<file path="src/rtl/rqst_pkg.sv">
// Shared types and constants for the requester slot table.
// Holds the beat structs, command codes and the per-cell control struct.
// No dependencies.
package rqst_pkg;

  // Field widths fixed by the interface
  localparam int unsigned IdW   = 15;
  localparam int unsigned SlotW = 8;

  // Command codes
  localparam logic CmdClaim   = 1'b0;
  localparam logic CmdRelease = 1'b1;

  typedef logic [IdW-1:0]   id_t;
  typedef logic [SlotW-1:0] slot_t;

  // Input beat
  typedef struct packed {
    logic command;
    id_t  requester_id;
  } req_t;

  // Output beat
  typedef struct packed {
    slot_t slot;
    slot_t high_water;
  } rsp_t;

  // Per-cell control from the sequencer
  typedef struct packed {
    logic shift;
    logic write;
  } cell_ctl_t;

endpackage

</file>
<file path="src/rtl/rqst_cell.sv">
// One table entry of the requester slot ring.
// Depends on rqst_pkg for the entry type and the cell control struct.
// Rotates toward its neighbor on shift, loads the requester id on write.
module rqst_cell (
  input  logic               clk_i,
  input  logic               rst_ni,
  input  rqst_pkg::cell_ctl_t ctl_i,
  input  rqst_pkg::id_t      shift_data_i,
  input  rqst_pkg::id_t      write_data_i,
  output rqst_pkg::id_t      data_o
);

  rqst_pkg::id_t entry_q, entry_d;

  // Write has priority; the sequencer never raises both
  always_comb begin
    entry_d = entry_q;
    if (ctl_i.write) begin
      entry_d = write_data_i;
    end else if (ctl_i.shift) begin
      entry_d = shift_data_i;
    end
  end

  // Entries come up free
  always_ff @(posedge clk_i or negedge rst_ni) begin
    if (!rst_ni) begin
      entry_q <= '0;
    end else begin
      entry_q <= entry_d;
    end
  end

  assign data_o = entry_q;

endmodule

</file>
<file path="config.mk">
export PLATFORM = sky130hd
export DESIGN_NAME = rqst_cell
export DESIGN_NICKNAME = d
export VERILOG_FILES = /design/src/rtl/rqst_pkg.sv /design/src/rtl/rqst_cell.sv
export SDC_FILE = /design/constraint.sdc
export NUM_CORES = 1
export LEC_CHECK = 0
export BUFFER_PORTS_ARGS = -buffer_cell sky130_fd_sc_hd__buf_4
export CAP_MARGIN = 20
export CORE_MARGIN = 5
export CORE_UTILIZATION = 42
export DETAILED_ROUTE_END_ITERATION = 8
export GPL_TIMING_DRIVEN = 0
export HOLD_SLACK_MARGIN = 0.02
export PLACE_DENSITY = 0.83
export SYNTH_ARGS = -nofsm -noshare
export SYNTH_HDL_FRONTEND = slang
export SYNTH_SLANG_ARGS = --single-unit
</file>
<file path="constraint.sdc">
create_clock -name clk_i -period 2.18 [get_ports clk_i]
set_clock_uncertainty 0.2 [all_clocks]
set_input_delay 0 -clock clk_i [delete_from_list [all_inputs] [get_ports clk_i]]
set_output_delay 0 -clock clk_i [all_outputs]
set_load 0.01 [all_outputs]
</file>
==> impl_metrics.toml, run 1 <==
[clock_network]
clockBufferDepth = 2
cts_setup_buffers = 0
post_cts_resized = 0
hold_buffers = 47
cts_buffers = 3
cts_max_level = 1
ctsRootBufferMaster = "clkbuf_4"
cts.sinks = 15

[synthesis]
ys_ff_latch = 15
synth-seq-area-share = 0.537
yosys.area_share.simple = 0.0805
synthCells = 65
synth.area.mux_share = 0.215
yosysUniqueCellTypes = 8
synth_area_um2 = 699
synth_nets = 99
synth_warnings = 0
synth_top_family_by_area = "multiplexers"
syn_area_per_cell_um2 = 10.8
synth_compound_area_frac = 0.107
synthAdderAreaFrac = 0
synth_xor_area_frac = 0

[placement]
dp_hpwl_um = 1480
place_inst = 127
place.gp.congestion = 0.664
port_buffers = 46

[die]
rows = 14
fp.dieH_um = 50.8
initial_utilization = 0.454
die_x_um = 50.8
ios = 49

[status]
error_line = "[ERROR DPL-0038] Utilization greater than 100%, impossible to legalize"
status = "stopped before the end"
stop_stage = "clock tree synthesis"
==> synthesized netlist by cell type <==
library cell / number / share of area
clkbuf_1: 3 / 0.016
dfrtp_1: 15 / 0.54
buf_12: 1 / 0.029
o21ai_1: 10 / 0.072
o21ai_0: 5 / 0.036
buf_6: 1 / 0.016
nand2_1: 15 / 0.080
mux2i_1: 15 / 0.21
==> per-stage QoR <==
step / utilization / hold slack [ps] / cell area (µm²) / worst slack [ps]
floorplan: - / -496 / 699 / 1270
global placement: 0.691 / -339 / 1060 / 1280
detailed placement: 0.691 / -337 / 1060 / 1240
==> cell families after synthesis <==
kind of cell	Yosys count
buffers and inverters	5
AO/OA/AOI/OAI	15
flip-flops	15
multiplexers	15
AND/OR/NAND/NOR	15
==> run 2, diff against run 1 <==
CORE_AREA = 5 5 66 68   (was default)
CORE_MARGIN = default   (was 5)
CORE_UTILIZATION = default   (was 42)
DIE_AREA = 0 0 71 73   (was default)
HOLD_SLACK_MARGIN = default   (was 0.02)
PLACE_DENSITY = default   (was 0.83)
PLACE_DENSITY_LB_ADDON = 0.15   (was default)
==> run 2 against run 1 <==
Compared with the run above:
- synthesized cell count unchanged
- the run now ends clean
- area after synthesis did not move
==> impl_metrics.toml, run 2 <==
[synthesis]
yosysUniqueCellTypes = 8
yosys.area.top_type = "dfrtp_1"
syn_area_per_cell_um2 = 10.8
synth_common_cells = "dfrtp_1 (15), mux2i_1 (15), nand2_1 (15), o21ai_1 (10), o21ai_0 (5)"
synth_edf_count = 0
synth_top_area_frac = 0.537
synth_warnings = 0
synth_nets = 99
synth_flop_cell = "dfrtp_1"
ys_ff_latch = 15
yosys-top-cells-area = "dfrtp_1 (54%), mux2i_1 (21%), nand2_1 (8.1%)"
synthCells = 65
synth_area_um2 = 699
async_flop_share = 1.00
synth-seq-area-share = 0.537

[route]
dr.first_iter.drc_count = 6
vias_per_cell = 4.00
avgRoutedWirePerCell_um = 12.0
routed_wl_um = 2450
dr.pass1.iters = 3
vias = 815
drc = 0
antenna_left = 0

[cells_and_area]
antenna_cells = 0
drive_gt1_frac = 0.331
largest_register_ffs = 15
fin_cells = 204
nNetsFinal = 189
final_common_cell = "buf_4"
syn_to_final_growth_pct = 121
seqCellArea_um2 = 375
multi_input_area_um2 = 282
n_fill_cell = 408
final_cell_mix = "buf_4 (46), dlygate4sd3_1 (39), mux2i_1 (15), nand2_1 (15), dfrtp_1 (15)"

[worst_setup_path]
cpMostUsedCell = "dlygate4sd3_1"
rrSetupSlack_ps = 680
cp_slowest_stage_delay_ps = 570
crit_slowest_cell = "dlygate4sd3_1"
cp_max_fo = 1
path_cells = "dlygate4sd3_1, buf_4, nand2_1, dlygate4sd3_1, o21ai_1, dlygate4sd3_1"
worstSetupPathType = "input port to flop"
reg2regPathDepth = 3
cp.required_ps = 2110
crit_arrival_ps = 1910
cp-start-kind = "input port"
worst_setup_path_end_kind = "flop"

[sta]
finalSetupViolCount = 0
setup_tns_ps = 0
worstMarginPinSlew_ps = 710
fmax_mhz = 504
finalMaxSlewViolations = 0
period_share = 0.910
period_needed_ps = 1980
report.final.hold_viol_count = 0
slew_headroom = 0.525
rsz0062_at_grt = "no"

[placement]
place_inst = 161
place.gp.congestion = 0.698
port_buffers = 46
dp_hpwl_um = 1650

[die]
initial_utilization = 0.184
ios = 49
rows = 23
dieArea_mm2 = 0.00518
core-area_mm2 = 0.00380
die_x_um = 71
fp.dieH_um = 73

[clock_network]
cts.clk_slew.worst_paths_ps = 60
clockBufferDepth = 2
ctsRootBufferMaster = "clkbuf_8"
post_cts_resized = 0
cts_max_level = 1
hold_buffers = 39
cts_tree = "built"
cts_setup_buffers = 0
cts.sinks = 15
cts_buffers = 3
clk_latency_ps = 240

[power_and_ir_drop]
max-vdd-ir-drop_v = 0.000403
p_leak_nw = 0.746
p_total_uw = 780
power.density_mw_per_mm2 = 506

[status]
status = "completed"

[min_path]
hold_depth = 4
min_path_type = "input port to flop"

[run]
maxCapViolations = 0

[global_routing]
grt_antenna_before_repair = 0
overflow = 0
grt_max_degree = 16
grt_pass1_vias = 877
track_usage = 0.0951
grt_pass1_wl_um = 3900
-- run 2: cell counts after synthesis --
Identical to the previous run, type by type.
-- run 2: worst paths after layout --
| check | from | endpoint |
|---|---|---|
| max | write_data_i[7] | data_o[7] |
| min | shift_data_i[4] | data_o[4] |
| max reg2reg | data_o[1] | data_o[1] |
| min reg2reg | data_o[5] | data_o[5] |
| max in group asynchronous | rst_ni | data_o[10] |
| min in group asynchronous | rst_ni | data_o[4] |
-- run 2: cells by family after synthesis --
kind of cell | Yosys count | share of synthesized area
AND/OR/NAND/NOR | 15 | 0.0805
AO/OA/AOI/OAI | 15 | 0.107
flip-flops | 15 | 0.537
multiplexers | 15 | 0.215
buffers and inverters | 5 | 0.0608
-- run 2: layout make-up --
class,count,share of cell area
plain buffers,5,0.0276
clock buffers,4,0.0292
multi-input cells,45,0.182
flip-flops and latches,15,0.243
well taps,50,0.0406
repair buffers,85,0.477
-- run 2: worst max-delay path: cells and delay by family --
kind	cells	cell delay, ps
AND/OR/NAND/NOR	1	50
AO/OA/AOI/OAI	1	60
buffers and inverters	4	1800
-- run 2: through the flow --
step	hold WS (ps)	area (µm²)	worst slack, ps	util
2_1_floorplan	-496	699	1270	-
3_3_place_gp	-325	1110	1270	0.292
3_5_place_dp	-329	1110	1240	0.292
4_1_cts	355	1540	233	0.406
5_1_grt	380	1540	119	0.406
6_report	362	1540	195	0.406
-- run 2: power by group --
part           switching [mW]  internal [mW]
clock network          0.0966          0.129
logic                  0.0810          0.155
registers              0.0142          0.304
total                   0.192          0.589
-- run 2: routing by layer --
| metal | global-route usage | vias up | routed length (µm) |
|---|---|---|---|
| met5 | 0 | - | 0 |
| met4 | 0.00626 | 0 | 6 |
| met3 | 0.0386 | 2 | 197 |
| met2 | 0.174 | 29 | 1270 |
| met1 | 0.109 | 383 | 977 |
| li1 | - | 401 | - |
(Power assumes the default switching activity.)
==> run 3, diff against run 2 <==
SETUP_SLACK_MARGIN = 0.3   (was default)
==> run 3 against run 2 <==
Compared with the run above:
- final cell count is 0.49% higher
- via count decreased by 0.25%
- hold slack got worse by 350 ps
- non-clock buffer count grew 1
- register-to-register slack is essentially flat
- highest routed layer unchanged
==> impl_metrics.toml, run 3 (synthesized netlist as in run 2, its figures left out) <==
[min_path]
hold_depth = 2
worstHoldStart = "ctl_i[0]"
hold_end = "data_o[11]"
min_path_type = "input port to flop"

[worst_setup_path]
worstReg2RegStart = "data_o[1]"
reg2reg_to = "data_o[1]"
rrSetupSlack_ps = 680
cp.required_ps = 2110
worst_setup_path_end_kind = "flop"
cp-start-kind = "input port"
cp_max_fo = 10
crit_arrival_ps = 1670
reg2regPathDepth = 3
worstSetupPathType = "input port to flop"

[global_routing]
gr-usage-met1 = 0.115
grt_antenna_before_repair = 0
met3_usage = 0.0344
grt_pass1_vias = 856
busiest_layer = "met2"
overflow = 0
grt_pass1_wl_um = 3940
met2_usage = 0.176
track_usage = 0.0968
grt_max_degree = 16

[sta]
setup_tns_ps = 0
finalMaxSlewViolations = 0
worstMarginPinSlew_ps = 718
period_share = 0.801
fmax_mhz = 573
report.final.hold_viol_count = 0
rsz0062_at_grt = "no"
finalWorstSetupSlack_ps = 434
period_needed_ps = 1750
hold_slack_ps = 10.5
slew_headroom = 0.520
finalSetupViolCount = 0

[die]
core-area_mm2 = 0.00380
dieArea_mm2 = 0.00518
die_x_um = 71
initial_utilization = 0.184
rows = 23
fp.dieH_um = 73
ios = 49

[placement]
pre_cts_ws_ps = 1240
place_inst = 161
place_area_mm2 = 0.00111
port_buffers = 46
dp_hpwl_um = 1650
place.gp.congestion = 0.698

[cells_and_area]
n_fill_cell = 393
multi_input_area_um2 = 282
largest_register_ffs = 15
final_cell_mix = "buf_4 (46), dlygate4sd3_1 (40), mux2i_1 (15), nand2_1 (15), dfrtp_1 (15)"
syn_to_final_growth_pct = 122
seqCellArea_um2 = 375
final_common_cell = "buf_4"
fin_cells = 205
stdcell_area_mm2 = 0.00155
antenna_cells = 0
drive_gt1_frac = 0.329
nNetsFinal = 190
final_util = 0.409

[power_and_ir_drop]
power.density_mw_per_mm2 = 499
max-vdd-ir-drop_v = 0.000409
p_total_uw = 774
p_leak_nw = 0.747

[route]
avgRoutedWirePerCell_um = 12.1
drc = 0
dr.first_iter.drc_count = 6
dr.pass1.iters = 3
routed_wl_um = 2470
vias = 813
vias_per_cell = 3.97
antenna_left = 0

[status]
status = "completed"

[clock_network]
hold_buffers = 40
post_cts_resized = 0
cts.clk_slew.worst_paths_ps = 60
cts_tree = "built"
clk_latency_ps = 240
cts_max_level = 1
cts_setup_buffers = 0
clockBufferDepth = 2
cts.sinks = 15
cts_buffers = 3
ctsRootBufferMaster = "clkbuf_8"

[run]
maxCapViolations = 0
==> run 3: changes by cell type in the layout (fill, tap and decap cells not counted) <==
cell | before | now
dlygate4sd3_1 | 39 | 40
==> run 3: layer usage <==
metal | part of all wire | vias up | routed length (µm)
li1 | - | 400 | -
met1 | 0.41 | 384 | 1000
met2 | 0.52 | 27 | 1300
met3 | 0.067 | 2 | 166
met4 | 0.0024 | 0 | 6
met5 | 0 | - | 0
==> run 3: cell type report <==
cell class	count	share of cell area
repair buffers	86	0.480
clock buffers	4	0.0290
flip-flops and latches	15	0.242
well taps	50	0.0403
multi-input cells	45	0.181
plain buffers	5	0.0274
==> run 3: critical path, cell delays in order <==
cell	delay (ps)
dlygate4sd3_1	520
clkbuf_1	390
o21ai_0	180
dlygate4sd3_1	580
==> run 3: how the worst max path moves through the flow <==
stage / startpoint / to / slack, ps / cells past startpoint
finish: ctl_i[0] / data_o[1] / 430 / 4
CTS: ctl_i[0] / data_o[13] / 460 / 4
global route: ctl_i[0] / data_o[1] / 360 / 4
detailed placement: data_o[13] / data_o[13] / 1240 / 2
global placement: data_o[1] / data_o[1] / 1270 / 2
floorplan: data_o[0] / data_o[0] / 1270 / 2
==> run 3: power by group <==
part           total (mW)  internal, mW  switching, mW
combinational       0.231         0.150         0.0809
sequential          0.319         0.304         0.0143
clock               0.225         0.129         0.0956
total               0.774         0.583          0.191
